===== src/hw/rtl/sharpen_3x3_convolution_unit_defines.svh =====
// Assertion macros shared by the sharpening unit.
`ifndef SHARPEN_3X3_CONVOLUTION_UNIT_DEFINES_SVH
`define SHARPEN_3X3_CONVOLUTION_UNIT_DEFINES_SVH

// Same-cycle implication, sampled on clk and off while arst_n is low.
`define SHP3_ASSERT_NOW(label, ante, cons, msg) \
	label: assert property (@(posedge clk) disable iff (!arst_n) (ante) |-> (cons)) \
	else $error(msg);

// Next-cycle implication, sampled on clk and off while arst_n is low.
`define SHP3_ASSERT_NEXT(label, ante, cons, msg) \
	label: assert property (@(posedge clk) disable iff (!arst_n) (ante) |=> (cons)) \
	else $error(msg);

`endif


===== src/hw/rtl/shp3_pkg.sv =====
// Shared constants and types of the 3x3 sharpening unit.
package shp3_pkg;

	// Pixel and field widths.
	localparam int CH_W      = 8;
	localparam int PIX_W     = 3 * CH_W;
	localparam int POS_W     = 11;
	localparam int ROW_W     = 11;
	localparam int CFG_W     = 12;
	localparam int CFG_IDX_W = 2;

	// Configuration register indexes.
	localparam logic [CFG_IDX_W-1:0] IDX_WIDTH  = 2'd0;
	localparam logic [CFG_IDX_W-1:0] IDX_HEIGHT = 2'd1;

	// Frame size limits and reset values.
	localparam int MIN_DIM       = 3;
	localparam int MAX_HEIGHT    = 2048;
	localparam int WIDTH_RESET   = 640;
	localparam int HEIGHT_RESET  = 480;
	localparam int DEF_MAX_WIDTH = 2048;

	// Queue between the front and the back.
	localparam int QUEUE_DEPTH = 4;
	localparam int QPTR_W      = $clog2(QUEUE_DEPTH);
	localparam int QCNT_W      = $clog2(QUEUE_DEPTH + 1);

	// Packed pixel: blue in the low byte, red in the high byte.
	typedef logic [PIX_W-1:0] pix_t;

	// 3x3 window, indexed [row][column], row 0 on top.
	typedef pix_t [2:0][2:0] win_t;

	typedef struct packed {
		win_t             win;
		logic [POS_W-1:0] row;
		logic [POS_W-1:0] col;
		logic             frame_end;
	} q_entry_t;

	typedef struct packed {
		logic              nonempty;
		logic [QCNT_W-1:0] count;
	} q_stat_t;

	typedef struct packed {
		logic                 valid;
		logic [CFG_IDX_W-1:0] index;
		logic [CFG_W-1:0]     data;
	} cfg_wr_t;

endpackage


===== src/hw/rtl/shp3_queue.sv =====
// Small queue of windows between the front end and the back end.
module shp3_queue
	import shp3_pkg::*;
(
	input  logic     clk,
	input  logic     arst_n,
	input  logic     push,
	input  q_entry_t push_entry,
	input  logic     pop,
	output q_entry_t head,
	output q_stat_t  qstat
);

	q_entry_t          entries_q [QUEUE_DEPTH];
	logic [QPTR_W-1:0] wr_ptr_q;
	logic [QPTR_W-1:0] rd_ptr_q;
	logic [QCNT_W-1:0] count_q;

	// Pointer step with wrap at the queue depth.
	function automatic logic [QPTR_W-1:0] ptr_next(input logic [QPTR_W-1:0] p);
		begin
			if (p == QPTR_W'(QUEUE_DEPTH - 1)) begin
				ptr_next = '0;
			end else begin
				ptr_next = p + QPTR_W'(1);
			end
		end
	endfunction

	// Pointers and fill count.
	always_ff @(posedge clk or negedge arst_n) begin
		if (!arst_n) begin
			wr_ptr_q <= '0;
			rd_ptr_q <= '0;
			count_q  <= '0;
		end else begin
			if (push) begin
				wr_ptr_q <= ptr_next(wr_ptr_q);
			end
			if (pop) begin
				rd_ptr_q <= ptr_next(rd_ptr_q);
			end
			if (push && !pop) begin
				count_q <= count_q + QCNT_W'(1);
			end else if (pop && !push) begin
				count_q <= count_q - QCNT_W'(1);
			end
		end
	end

	// Entry storage.
	always_ff @(posedge clk) begin
		if (push) begin
			entries_q[wr_ptr_q] <= push_entry;
		end
	end

	assign head           = entries_q[rd_ptr_q];
	assign qstat.count    = count_q;
	assign qstat.nonempty = count_q != '0;

endmodule


===== config.mk =====
export PLATFORM = sky130hd
export DESIGN_NAME = shp3_queue
export DESIGN_NICKNAME = d
export VERILOG_FILES = /design/src/hw/rtl/sharpen_3x3_convolution_unit_defines.svh /design/src/hw/rtl/shp3_pkg.sv /design/src/hw/rtl/shp3_queue.sv
export SDC_FILE = /design/constraint.sdc
export NUM_CORES = 1
export LEC_CHECK = 0
export BUFFER_PORTS_ARGS = -buffer_cell sky130_fd_sc_hd__buf_2
export CAP_MARGIN = 20
export CORE_ASPECT_RATIO = 0.75
export CORE_UTILIZATION = 50
export CTS_BUF_LIST = sky130_fd_sc_hd__clkbuf_4 sky130_fd_sc_hd__clkbuf_8
export DETAILED_ROUTE_END_ITERATION = 7
export PLACE_DENSITY = 0.71
export SYNTH_ARGS = -nofsm -noshare
export SYNTH_HDL_FRONTEND = slang
export SYNTH_SLANG_ARGS = --single-unit

===== constraint.sdc =====
create_clock -name clk -period 8.06 [get_ports clk]
set_input_delay 0.806 -clock clk [delete_from_list [all_inputs] [get_ports clk]]
set_output_delay 0.806 -clock clk [all_outputs]
set_load 0.02 [all_outputs]

# --- After elaboration in Yosys (flattened, before gate mapping) ---
# Memory sizes are Yosys's and may differ from the RTL's.
# Cells that the tools add are included.
op_classes:
  addsub: 4
  n_eq_ne: 2
  muxes: 6
  reduce_logical: 6
ops:
  columns: ["operator", "n"]
  rows:
  - ["two-way mux 3 bit", 2]
  - ["adder 2 x 1 -> 2 bit, second input constant", 2]
  - ["== test 2 bit, second input constant", 2]
  - ["two-way mux 2 bit", 2]
  - ["adder 3 x 1 -> 3 bit, second input constant", 1]
  - ["nonzero test 3 bit", 1]
  - ["subtractor 3 x 1 -> 3 bit, second input constant", 1]
  - ["logical AND 1 bit", 2]
  - ["zero test 1 bit", 2]
  - ["two-way mux 1 bit", 2]
  - ["nonzero test 2 bit", 1]
word_totals:
  regBits: 7
  mem_bits_rw: 956
  input_bits: 243
  out_inout_bits: 243
  elab_cells: 22
  memories: 1
memory_table:
  columns: ["name", "depth", "width", "rd", "rd_clocked_by_memory_dff", "write_ports", "line", "source"]
  rows:
  - ["entries_q", 4, 239, 1, 0, 1, "shp3_queue.sv:14", "q_entry_t entries_q [QUEUE_DEPTH];"]

# --- Longest topological paths before layout ---
logic_depth:
  word_depth: 4
  ltp_mapped: 7
  mapped_depth_nobuf: 7

# --- Worst setup path after synthesis ---
# Ideal clock, no wire load.
synth_path:
  kind: "input port to flip-flop"
  startpoint: "input push"
  endpoint: "memory entries_q[0][0] (netlist name) (enable)"
  setup_time_ns: 0.629
  arrival_time_ns: 6.213
  required_time_ns: 7.431
  path_slack_ns: 1.218
  path_stages: 1
  n_path_buf: 0
  cell_sequence: "and2_1"
synth_via:
  elab_chain_len: 2
synth_rtl:
  columns: ["item", "line", "source"]
  rows:
  - ["start: declaration", "shp3_queue.sv:7", "input logic push,"]
  - ["two-way mux 1 bit", "shp3_queue.sv:53", "if (push) begin"]
  - ["two-way mux 1 bit (not written as such)", "shp3_queue.sv:54", "entries_q[wr_ptr_q] <= push_entry;"]
  - ["end: declaration", "shp3_queue.sv:14", null]
# No other way between the ends.

==> load_flow_metrics.sql <==
INSERT INTO impl_metrics (metric_group, metric, value, unit) VALUES
('outcome', 'outcome', 'completed', ''),
('floorplan', 'die_height', '231', 'um'),
('placement', 'post_placement_cell_area', '38300', 'sq um'),
('worst_hold_path', 'min-delay-path-class', 'in2reg', ''),
('timing', 'fin_skew', '26.5', 'ps'),
('grt', 'largest_net_degree_at_the_start_of_global_routing', '137', ''),
('floorplan', 'pin_count', '486', ''),
('layout', 'final_cell_area', '41100', 'sq um'),
('timing', 'finalCritPeriodShare', '55.7', '%'),
('worst_setup_path', 'critPathLaunchType', 'flip-flop', ''),
('placement', 'place_congestion', '0.729', ''),
('worst_setup_path', 'setup.reg_to_reg.worst_slack', '5260', 'ps'),
('drt', 'drt.antenna.violating_nets', '0', ''),
('worst_setup_path', 'regToRegStartpoint', 'wr_ptr_q[0]$_DFFE_PN0P_', ''),
('floorplan', 'core', '68700', 'sq um'),
('logic_synthesis', 'synth.yosys.warnings', '0', ''),
('placement', 'placed_cells', '2666', ''),
('logic_synthesis', 'synth.net_count', '1535', ''),
('logic_synthesis', 'synth_enable_flop_cells', '956', ''),
('pwr', 'ir_worst_vdd', '0.213', 'mV'),
('logic_synthesis', 'post_synth_main_area_contributors', 'edfxtp_1, mux4_2, buf_6', ''),
('logic_synthesis', 'synth-seq-cells', '963', ''),
('flow_run', 'drv.max_cap_violation_count', '0', ''),
('clock_network', 'cts_root_buffer', 'clkbuf_8', ''),
('timing', 'final_worst_path_setup_slack', '3570', 'ps'),
('logic_synthesis', 'postSynthCellCount', '1285', ''),
('timing', 'fmax', '0.223', 'GHz'),
('logic_synthesis', 'syn_area_per_cell', '27.2', 'sq um'),
('grt', 'via_count_of_the_first_global_routing_pass', '16700', ''),
('layout', 'nets', '2127', ''),
('timing', 'worst_hold_slack', '242', 'ps'),
('layout', 'drive_above_1_share', '48.6', '%'),
('grt', 'initial_antenna_violation_count', '20', ''),
('worst_setup_path', 'critical_path.max_stage_delay', '700', 'ps'),
('layout', 'final_core_util', '59.8', '%'),
('logic_synthesis', 'ys_async_sr_fraction', '0.727', '%'),
('timing', 'setup_viol', '0', ''),
('placement', 'place.port_buffers', '485', ''),
('floorplan', 'die_width', '307', 'um'),
('floorplan', 'rows', '83', ''),
('logic_synthesis', 'yosysTopAreaCell', 'edfxtp_1', ''),
('layout', 'area_growth_syn_to_layout', '17.9', '%'),
('clock_network', 'htree_depth', '4', ''),
('logic_synthesis', 'yosys.cell_count.top_type', 'edfxtp_1', ''),
('layout', 'post_layout_nonfiller_instances', '2936', ''),
('clock_network', 'numClockSinks', '963', ''),
('worst_setup_path', 'worstReg2RegEnd', 'entries_q[3][59]$_DFFE_PP_', ''),
('grt', 'grt_first_pass_wirelength', '102000', 'um'),
('drt', 'firstDrtPassIters', '5', ''),
('timing', 'slew_viol_final', '0', ''),
('timing', 'final_hold_viol_count', '0', ''),
('grt', 'track_usage', '19.4', '%'),
('worst_setup_path', 'crit_arrival', '3690', 'ps'),
('logic_synthesis', 'synthesis.area', '34900', 'sq um'),
('clock_network', 'clock_latency', '750', 'ps'),
('clock_network', 'cts_inserted_buffers', '143', ''),
('logic_synthesis', 'yosys.area.top_type_share', '82.3', '%'),
('floorplan', 'die_area', '70900', 'sq um'),
('clock_network', 'cts_tree', 'yes', ''),
('timing', 'final.setup.tns', '0', 'ps'),
('worst_setup_path', 'cp-startpoint', 'rd_ptr_q[0]$_DFFE_PN0P_', ''),
('worst_setup_path', 'worst_ep_required_time', '7250', 'ps'),
('logic_synthesis', 'synth.yosys.seq_area_share', '82.8', '%'),
('pwr', 'pwr_density', '362', 'nW/um^2'),
('logic_synthesis', 'synthTopCellsByCount', 'edfxtp_1, mux4_2, buf_2, buf_6, dfrtp_1', ''),
('drt', 'detailroute.via_count', '15800', ''),
('drt', 'drt-initial-drc-count', '1260', ''),
('clock_network', 'post-cts-setup-buffers', '0', ''),
('floorplan', 'floorplan.initialDensity', '50.8', '%'),
('layout', 'number_of_fillers_in_the_final_layout', '4856', ''),
('drt', 'drcViolationCount', '0', '');
==> layout make-up <==
| type | count | area, sq um | area share, % |
|---|---|---|---|
| sequential | 963 | 28900 | 70.2 |
| multi-input combinational | 264 | 5610 | 13.6 |
| timing repair buffer | 501 | 2640 | 6.41 |
| clock buffer | 196 | 2440 | 5.93 |
| tap | 935 | 1170 | 2.84 |
| clock inverter | 61 | 354 | 0.861 |
| antenna | 12 | 30.0 | 0.0730 |
| inverter | 4 | 15.0 | 0.0365 |
==> worst min path at each step <==
stage	start	to	slack, ps	cells past startpoint
final	push_entry[170]	entries_q[3][170]$_DFFE_PP_	240	1
after detailed placement	count_q[2]$_DFFE_PN0P_	count_q[2]$_DFFE_PN0P_	490	1
after global placement	count_q[2]$_DFFE_PN0P_	count_q[2]$_DFFE_PN0P_	480	1
after global routing	push_entry[175]	entries_q[2][175]$_DFFE_PP_	170	1
after floorplan	arst_n	count_q[0]$_DFFE_PN0P_	510	0
after CTS	push_entry[170]	entries_q[3][170]$_DFFE_PP_	140	1
==> state kept, by name, summed over array words and instances, names as in the netlist <==
| signal | flops |
|---|---|
| count_q | 3 |
| entries_q | 956 |
| rd_ptr_q | 2 |
| wr_ptr_q | 2 |
==> report_power, final <==
group	leakage [nW]	total [mW]	switching [mW]	internal, mW
clock network	1.47	3.82	1.79	2.03
logic	3.62	4.43	2.70	1.73
registers	8.86	6.66	0.239	6.42
==> layout by cell type (no fill, tap or decap), types with 4 or more instances in the layout <==
cell type	synthesis	routed
and2_4	0	4
buf_12	0	7
buf_2	26	485
buf_4	0	8
clkbuf_4	0	41
clkbuf_8	0	155
clkinv_1	0	37
clkinv_2	0	12
clkinvlp_4	0	4
dfrtp_1	7	5
diode_2	0	12
edfxtp_1	956	956
ha_1	6	6
inv_1	4	4
mux4_2	239	239
==> layer usage <==
metal,GRT usage (%),routed length [um]
met5,0,175
met4,6.27,1150
met3,7.39,6340
met2,29.7,33100
met1,25.9,27300
==> cell families after synthesis <==
family | Yosys count | synth area share [%]
DFF | 963 | 82.8
muxes | 241 | 15.5
buffers and inverters | 58 | 1.19
and+or+nand+nor | 10 | 0.147
adders and majority gates | 7 | 0.273
AOI/OAI and AO/OA | 3 | 0.0502
xor gates and xnor gates | 3 | 0.0753
==> critical path, delay by kind of cell (launching register included) <==
family	cells	cell delay [ps]
buf+inv	3	1370
flops	1	700
mux	1	620
Note: power is estimated with default switching activity, not from simulation.
