### src/hw/rtl/sharpen_3x3_convolution_unit_defines.svh
// Assertion macros shared by the sharpening unit.
`ifndef SHARPEN_3X3_CONVOLUTION_UNIT_DEFINES_SVH
`define SHARPEN_3X3_CONVOLUTION_UNIT_DEFINES_SVH

// Same-cycle implication, sampled on clk and off while arst_n is low.
`define SHP3_ASSERT_NOW(label, ante, cons, msg) \
	label: assert property (@(posedge clk) disable iff (!arst_n) (ante) |-> (cons)) \
	else $error(msg);

// Next-cycle implication, sampled on clk and off while arst_n is low.
`define SHP3_ASSERT_NEXT(label, ante, cons, msg) \
	label: assert property (@(posedge clk) disable iff (!arst_n) (ante) |=> (cons)) \
	else $error(msg);

`endif

### src/hw/rtl/shp3_pkg.sv
// Shared constants and types of the 3x3 sharpening unit.
package shp3_pkg;

	// Pixel and field widths.
	localparam int CH_W      = 8;
	localparam int PIX_W     = 3 * CH_W;
	localparam int POS_W     = 11;
	localparam int ROW_W     = 11;
	localparam int CFG_W     = 12;
	localparam int CFG_IDX_W = 2;

	// Configuration register indexes.
	localparam logic [CFG_IDX_W-1:0] IDX_WIDTH  = 2'd0;
	localparam logic [CFG_IDX_W-1:0] IDX_HEIGHT = 2'd1;

	// Frame size limits and reset values.
	localparam int MIN_DIM       = 3;
	localparam int MAX_HEIGHT    = 2048;
	localparam int WIDTH_RESET   = 640;
	localparam int HEIGHT_RESET  = 480;
	localparam int DEF_MAX_WIDTH = 2048;

	// Queue between the front and the back.
	localparam int QUEUE_DEPTH = 4;
	localparam int QPTR_W      = $clog2(QUEUE_DEPTH);
	localparam int QCNT_W      = $clog2(QUEUE_DEPTH + 1);

	// Packed pixel: blue in the low byte, red in the high byte.
	typedef logic [PIX_W-1:0] pix_t;

	// 3x3 window, indexed [row][column], row 0 on top.
	typedef pix_t [2:0][2:0] win_t;

	typedef struct packed {
		win_t             win;
		logic [POS_W-1:0] row;
		logic [POS_W-1:0] col;
		logic             frame_end;
	} q_entry_t;

	typedef struct packed {
		logic              nonempty;
		logic [QCNT_W-1:0] count;
	} q_stat_t;

	typedef struct packed {
		logic                 valid;
		logic [CFG_IDX_W-1:0] index;
		logic [CFG_W-1:0]     data;
	} cfg_wr_t;

endpackage

### src/hw/rtl/shp3_back.sv
// Back end: kernel sums, rounding, saturation and the output register.
module shp3_back
	import shp3_pkg::*;
(
	input  logic             clk,
	input  logic             arst_n,
	input  q_entry_t         head,
	input  q_stat_t          qstat,
	output logic             pop,
	output logic             out_valid,
	input  logic             out_stall,
	output logic [CH_W-1:0]  out_blue,
	output logic [CH_W-1:0]  out_green,
	output logic [CH_W-1:0]  out_red,
	output logic [POS_W-1:0] out_row,
	output logic [POS_W-1:0] out_col,
	output logic             frame_end
);

	// Kernel sum of one channel, in -3060..3060.
	function automatic logic signed [13:0] conv_sum(input win_t w, input logic [1:0] ch);
		logic [CH_W-1:0] ctr;
		logic [9:0]      edges;
		logic [9:0]      corners;
		logic [11:0]     ctr12;
		begin
			ctr     = w[1][1][8*ch +: CH_W];
			edges   = 10'(w[0][1][8*ch +: CH_W]) + 10'(w[1][0][8*ch +: CH_W])
				+ 10'(w[1][2][8*ch +: CH_W]) + 10'(w[2][1][8*ch +: CH_W]);
			corners = 10'(w[0][0][8*ch +: CH_W]) + 10'(w[0][2][8*ch +: CH_W])
				+ 10'(w[2][0][8*ch +: CH_W]) + 10'(w[2][2][8*ch +: CH_W]);
			ctr12   = {1'b0, ctr, 3'b000} + {2'b00, ctr, 2'b00};
			conv_sum = $signed({2'b00, ctr12}) - $signed({3'b000, edges, 1'b0})
				- $signed({4'b0000, corners});
		end
	endfunction

	// Quarter with round half to even, clamp, add the centre, clamp again.
	function automatic logic [CH_W-1:0] finish(input logic signed [13:0] s,
			input logic [CH_W-1:0] ctr);
		logic [11:0] q;
		logic [8:0]  t;
		begin
			if (s <= 14'sd0) begin
				q = '0;
			end else begin
				q = s[13:2];
				if (s[1:0] == 2'd3 || (s[1:0] == 2'd2 && q[0])) begin
					q = q + 12'd1;
				end
				if (q > 12'd255) begin
					q = 12'd255;
				end
			end
			t = {1'b0, q[7:0]} + {1'b0, ctr};
			finish = t[8] ? 8'hFF : t[7:0];
		end
	endfunction

	logic                    valid_s2;
	logic signed [2:0][13:0] sum_s2;
	pix_t                    ctr_s2;
	logic [POS_W-1:0]        row_s2;
	logic [POS_W-1:0]        col_s2;
	logic                    fend_s2;

	logic             valid_s3;
	logic [CH_W-1:0]  blue_s3;
	logic [CH_W-1:0]  green_s3;
	logic [CH_W-1:0]  red_s3;
	logic [POS_W-1:0] row_s3;
	logic [POS_W-1:0] col_s3;
	logic             fend_s3;

	logic ready_s3;
	logic ready_s2;

	// Each stage moves on when the one after it has room.
	assign ready_s3 = ~valid_s3 | ~out_stall;
	assign ready_s2 = ~valid_s2 | ready_s3;
	assign pop      = qstat.nonempty & ready_s2;

	always_ff @(posedge clk or negedge arst_n) begin
		if (!arst_n) begin
			valid_s2 <= 1'b0;
			valid_s3 <= 1'b0;
		end else begin
			if (ready_s2) begin
				valid_s2 <= pop;
			end
			if (ready_s3) begin
				valid_s3 <= valid_s2;
			end
		end
	end

	// Stage 2: kernel sums of the three channels.
	always_ff @(posedge clk) begin
		if (pop) begin
			for (int ch = 0; ch < 3; ch++) begin
				sum_s2[ch] <= conv_sum(head.win, 2'(ch));
			end
			ctr_s2  <= head.win[1][1];
			row_s2  <= head.row;
			col_s2  <= head.col;
			fend_s2 <= head.frame_end;
		end
	end

	// Stage 3: output register, held while the transfer is stalled.
	always_ff @(posedge clk) begin
		if (valid_s2 && ready_s3) begin
			blue_s3  <= finish(sum_s2[0], ctr_s2[CH_W-1:0]);
			green_s3 <= finish(sum_s2[1], ctr_s2[2*CH_W-1:CH_W]);
			red_s3   <= finish(sum_s2[2], ctr_s2[3*CH_W-1:2*CH_W]);
			row_s3   <= row_s2;
			col_s3   <= col_s2;
			fend_s3  <= fend_s2;
		end
	end

	assign out_valid = valid_s3;
	assign out_blue  = blue_s3;
	assign out_green = green_s3;
	assign out_red   = red_s3;
	assign out_row   = row_s3;
	assign out_col   = col_s3;
	assign frame_end = fend_s3;

endmodule

### config.mk
export PLATFORM = sky130hd
export DESIGN_NAME = shp3_back
export DESIGN_NICKNAME = d
export VERILOG_FILES = /design/src/hw/rtl/sharpen_3x3_convolution_unit_defines.svh /design/src/hw/rtl/shp3_pkg.sv /design/src/hw/rtl/shp3_back.sv
export SDC_FILE = /design/constraint.sdc
export NUM_CORES = 1
export LEC_CHECK = 0
export ABC_AREA = 1
export BUFFER_PORTS_ARGS = -buffer_cell sky130_fd_sc_hd__buf_2
export CAP_MARGIN = 25
export CORE_UTILIZATION = 40
export DETAILED_ROUTE_END_ITERATION = 10
export PLACE_DENSITY = 0.6
export SYNTH_ARGS = -nofsm -noshare
export SYNTH_HDL_FRONTEND = slang
export SYNTH_SLANG_ARGS = --single-unit
### constraint.sdc
create_clock -name clk -period 4.8 [get_ports clk]
set_input_delay 0.72 -clock clk [delete_from_list [all_inputs] [get_ports clk]]
set_output_delay 0.72 -clock clk [all_outputs]
set_load 0.005 [all_outputs]
# --- After elaboration in Yosys (flattened, before gate mapping) ---
# Index checks and enable logic that the tools add are counted.
classes:
  reduce_logical: 7
  bitwise: 6
  n_addsub: 33
  order_cmp: 6
  eq_ne: 6
  n_mux: 18
op_table:
  columns: ["op", "n"]
  rows:
  - ["12-bit 2-to-1 mux", 9]
  - ["8-bit by 8-bit adder with 9-bit output", 9]
  - ["8-bit 2-to-1 mux", 9]
  - ["10-bit by 8-bit adder with 10-bit output", 6]
  - ["9-bit by 8-bit adder with 10-bit output", 6]
  - ["14-bit by 1-bit <= comparator with 1-bit output, second input constant", 3]
  - ["13-bit by 11-bit subtractor with 14-bit output", 3]
  - ["12-bit by 11-bit subtractor with 13-bit output", 3]
  - ["11-bit by 10-bit adder with 12-bit output", 3]
  - ["12-bit by 1-bit adder with 12-bit output, second input constant", 3]
  - ["12-bit by 8-bit greater-than comparator with 1-bit output, second input constant", 3]
  - ["2-bit == test, second input constant", 6]
  - ["1-bit logical AND", 4]
  - ["1-bit logical OR", 3]
  - ["1-bit NOT", 3]
  - ["1-bit bitwise OR", 2]
  - ["1-bit AND", 1]
totals:
  out_inout_bits: 49
  elab_cells: 91
  register_bits: 138
  inputBits: 246

# --- Logic depth before layout (Yosys ltp) ---
logic_depth:
  ltp_word: 11
  depth_mapped: 27

# --- Worst setup path before layout ---
# Ideal clock, no wire load.
synth_path:
  kind: "input port to flip-flop"
  startpoint: "input head[56] in the netlist's numbering"
  endpoint: "register sum_s2[26] in the netlist's numbering (data pin)"
  t_arrival_ns: 5.092
  n_path_buf: 0
  required_time_ns: 4.547
  stages: 26
  slack_ns: -0.545
  path_cell_list: "inv_1 fa_1 inv_1 fa_1 ha_1 fa_1 nand3_1 nand2_1 nand2_1 nand2_1 fa_1 ha_1 a21oi_1 o21ai_0 a21oi_1 nor2_1 nor2_1 xor2_1 ha_1 nand2_1 inv_1 a21oi_1 and3_1 nand3_1 nand2_1 nand2_1"
synth_between:
  elab_chain_len: 5
synth_rtl:
  columns: ["item", "line_no", "rtl"]
  rows:
  - ["from (decl)", "shp3_back.sv:7", "input q_entry_t head,"]
  - ["8-bit by 8-bit adder with 9-bit output", "shp3_back.sv:28", "edges = 10'(w[0][1][8*ch +: CH_W]) + 10'(w[1][0][8*ch +: CH_W])"]
  - ["9-bit by 8-bit adder with 10-bit output", "shp3_back.sv:29", "+ 10'(w[1][2][8*ch +: CH_W]) + 10'(w[2][1][8*ch +: CH_W]);"]
  - ["10-bit by 8-bit adder with 10-bit output", "shp3_back.sv:29", null]
  - ["12-bit by 11-bit subtractor with 13-bit output", "shp3_back.sv:33", "conv_sum = $signed({2'b00, ctr12}) - $signed({3'b000, edges, 1'b0})"]
  - ["13-bit by 11-bit subtractor with 14-bit output", "shp3_back.sv:34", "- $signed({4'b0000, corners});"]
  - ["to (signal, indexed assignment)", "shp3_back.sv:101", "sum_s2[ch] <= conv_sum(head.win, 2'(ch));"]
  - ["to (decl)", "shp3_back.sv:61", "logic signed [2:0][13:0] sum_s2;"]
# Every way passes these cells.
# A chain may end at the register's enable or synchronous reset.

# --- Final worst setup path ---
layout_path:
  startpoint: "input head[160] in the netlist's numbering"
  endpoint: "register sum_s2[40] in the netlist's numbering (data pin)"
layout_between:
  elab_chain_len: 4
layout_rtl:
  columns: ["item", "line_no"]
  rows:
  - ["9-bit by 8-bit adder with 10-bit output", "shp3_back.sv:29"]
  - ["10-bit by 8-bit adder with 10-bit output", "shp3_back.sv:29"]
  - ["12-bit by 11-bit subtractor with 13-bit output", "shp3_back.sv:33"]
  - ["13-bit by 11-bit subtractor with 14-bit output", "shp3_back.sv:34"]
# Every way passes these cells.

==> metrics.txt <==
startpoint types input pin; type of the tightest min-delay check in -> async; Setup violations, final 17; total number of H-tree levels 4; horizontal die dimension 189 µm; slew at the pin closest to its max-slew limit 0.800 ns; combinational family with the most area after synthesis adder cells; setup repair after global routing missed its margin yes; number of clock sinks 138; largest area contributor in the netlist sky130_fd_sc_hd__edfxtp_1; arrival time reported for the critical path endpoint 5.21 ns; fraction of synthesized cell area in xor and xnor cells 7.18%; clock skew after layout 0.00603 ns; buffers added on ports 291; setup ws final -0.240 ns; die outline area 35800 µm²; required time at the worst-slack endpoint 4.97 ns; n_diodes 0; num ports 295; initial antenna violation count 2; core area 34500 µm²; count of yosys warnings during synthesis 0; Starting DRT DRC Count 483; number of failing hold endpoints at the final stage 0; maximum number of pins on one net before global-route repair 47; number of clock buffers inserted by TritonCTS 17; total negative setup slack -2.88 ns; largest buffer count on any clock path 2; fraction of the mapped netlist area in simple logic gates 16.0%; number of fillers in the final layout 3035; Seq cells post-synth 138; number of instances in the synthesized netlist 1547; total iterations of the first detailed-routing run 4; crit path max fanout 4; Remaining DRCs 0; post-route cell area 19500 µm²; main area contributors after synthesis sky130_fd_sc_hd__edfxtp_1 29%, sky130_fd_sc_hd__fa_1 18%, sky130_fd_sc_hd__ha_1 13%; synthesis-to-layout area growth 39.0%; critical register-to-register path endpoint out_green[7]; CTS tree done; ANT nets after route 0; r2r startpoint sum_s2[16]; adder and majority cell fraction of the synthesized area 31.1%; site row count 68; Synth top area share 29.1%; total routing resource utilization after global routing 18.4%; number of synthesized flops with an enable pin 136; result of the run finished, violations left; clock tree root buffer cell sky130_fd_sc_hd__clkbuf_16; tightest slew margin relative to the limit 46.6%; wire length reported by the detailed router 33.9 mm; first-pass GRT wire length 53.4 mm; via count of the routed design 11965; pre-CTS WS -0.798 ns; max-slew violation total from the final report 0; post-route fraction of the period consumed by the critical path 105%; leftover overflow at the end of global routing 0; vias per cell 4.77; share of synthesized area spent on multiplexers 0%; number of nets in the final layout 2562; via count of the first global-routing pass 11597; share of the synthesized area in compound gates (AO/OA/AOI/OAI) 8.32%; initial standard-cell utilization of the core 40.6%; fraction of final layout cells with drive strength greater than 1 38.1%; Critical Setup Path Class in -> reg; Fmax achieved 198 MHz; global placer's final weighted congestion 0.890; endpoint type of the worst setup path register; violated checks negative setup slack; final period demand of the worst path 5.04 ns; most used flip-flop cell after synthesis sky130_fd_sc_hd__edfxtp_1; top-count cell post-synth sky130_fd_sc_hd__inv_1; clock-pin slew on the worst setup and hold paths 0.06 ns; post-placement cell area 17500 µm²; half-perimeter wire length after detailed placement 27.5 mm; setup slack on the worst flop-to-flop path 1.66 ns; mean area per synthesized cell 9.07 µm²; Clock Latency Late Sink 0.41 ns; synthesized area 14000 µm²; fraction of registers with async set or reset after synthesis 1.45%; length in cells of the worst reg-to-reg path 14; synth unique cells 38; synthesized net count 2066; most frequent cells after synthesis 294 x sky130_fd_sc_hd__inv_1, 277 x sky130_fd_sc_hd__nand2_1, 147 x sky130_fd_sc_hd__ha_1, 136 x sky130_fd_sc_hd__edfxtp_1, 130 x sky130_fd_sc_hd__a21oi_1; Max-cap violations 0; post-DR wirelength/cell 13.5 µm; share of the yosys chip area belonging to registers 29.5%; floorplan die height 189 µm
-- through the flow --
stage	instances	utilization [%]	hold WS (ns)
after floorplan	1547	-	0.400
after global placement	2432	50.7	0.401
after detailed placement	2432	50.7	0.405
after CTS	2486	53.9	0.0642
after global routing	2511	56.5	0.0559
final	2511	56.5	0.0826
-- worst max path at each step --
| stage | slack [ns] | endpoint | cells past startpoint | from |
|---|---|---|---|---|
| after floorplan | -0.34 | sum_s2[40] | 27 | head[64] |
| after global placement | -0.74 | sum_s2[12] | 26 | head[48] |
| after detailed placement | -0.80 | sum_s2[11] | 25 | head[48] |
| after CTS | -0.32 | sum_s2[12] | 26 | head[144] |
| after global routing | -0.49 | sum_s2[12] | 26 | head[144] |
| final | -0.24 | sum_s2[40] | 26 | head[160] |
-- worst max-delay path: stages --
cell and delay (ns):
sky130_fd_sc_hd__buf_6 0.07, sky130_fd_sc_hd__inv_2 0.03, sky130_fd_sc_hd__fa_1 0.54, sky130_fd_sc_hd__inv_2 0.04
sky130_fd_sc_hd__fa_1 0.45, sky130_fd_sc_hd__ha_2 0.21, sky130_fd_sc_hd__fa_2 0.38, sky130_fd_sc_hd__nand3_2 0.11
sky130_fd_sc_hd__nand2_2 0.07, sky130_fd_sc_hd__nand2_2 0.08, sky130_fd_sc_hd__nand2_1 0.07, sky130_fd_sc_hd__fa_1 0.50
sky130_fd_sc_hd__ha_4 0.35, sky130_fd_sc_hd__nand2_1 0.09, sky130_fd_sc_hd__o21ai_2 0.18, sky130_fd_sc_hd__nand3_1 0.13
sky130_fd_sc_hd__nand2_4 0.12, sky130_fd_sc_hd__xor2_4 0.20, sky130_fd_sc_hd__ha_4 0.24, sky130_fd_sc_hd__nand2_2 0.06
sky130_fd_sc_hd__nand2_1 0.07, sky130_fd_sc_hd__a21oi_2 0.10, sky130_fd_sc_hd__and3_4 0.22, sky130_fd_sc_hd__nand3_2 0.06
sky130_fd_sc_hd__nand2_1 0.08, sky130_fd_sc_hd__nand2_1 0.04
-- registers in the layout, indices dropped and copies added, names as in the netlist --
name       count
out_red        8
ctr_s2        24
frame_end      1
out_valid      1
out_row       11
out_green      8
sum_s2        42
valid_s2       1
fend_s2        1
row_s2        11
col_s2        11
out_col       11
out_blue       8
-- final cells by class --
class | instances | area [µm²] | area share (%)
inverters | 299 | 1160 | 5.95
well taps | 455 | 569 | 2.92
repair buffers | 477 | 2970 | 15.2
clock buffers | 19 | 433 | 2.22
clock inverters | 13 | 120 | 0.616
multi-input cells | 1110 | 10100 | 51.9
flip-flops and latches | 138 | 4130 | 21.2
-- logic make-up (layout without fill, tap and decap cells) --
logic type / after synthesis / in the layout
flops: 138 / 138
simple gates: 510 / 510
xor+xnor: 115 / 115
fa+ha+maj: 273 / 273
compound gates: 212 / 212
buf+inv: 299 / 808
-- cell usage in the layout, fill, tap and decap left out, types with 34 or more instances in the layout --
master / instances
sky130_fd_sc_hd__xor2_1: 63
sky130_fd_sc_hd__buf_4: 168
sky130_fd_sc_hd__ha_1: 112
sky130_fd_sc_hd__a21oi_1: 91
sky130_fd_sc_hd__nor2_1: 56
sky130_fd_sc_hd__edfxtp_1: 136
sky130_fd_sc_hd__nand3_1: 54
sky130_fd_sc_hd__nand2_1: 227
sky130_fd_sc_hd__inv_1: 262
sky130_fd_sc_hd__fa_1: 122
sky130_fd_sc_hd__buf_2: 286
sky130_fd_sc_hd__a21oi_2: 34
sky130_fd_sc_hd__nand2_2: 48
-- metal layers --
metal  vias up  GRT usage [%]  wire length, µm
met5         -              0               22
met1      5608           23.9            15100
met3        34           3.04             1470
met2       262           32.1            16800
met4         4           3.88              479
li1       6057              -                -
-- what timing repair did --
action | 4_1_cts | 5_1_grt
resized for setup | 85 | 159
cloned | 0 | 0
buffers inserted | 22 | 29
hold buffers | 0 | 0
hold endpoints to repair | 0 | 0
pin swaps | 79 | 132
endpoints found under the setup margin | 24 | 27
Power is left out: the tool's default activity adds up to more than one toggle a clock period on the data nets, which glitch-free logic cannot reach.
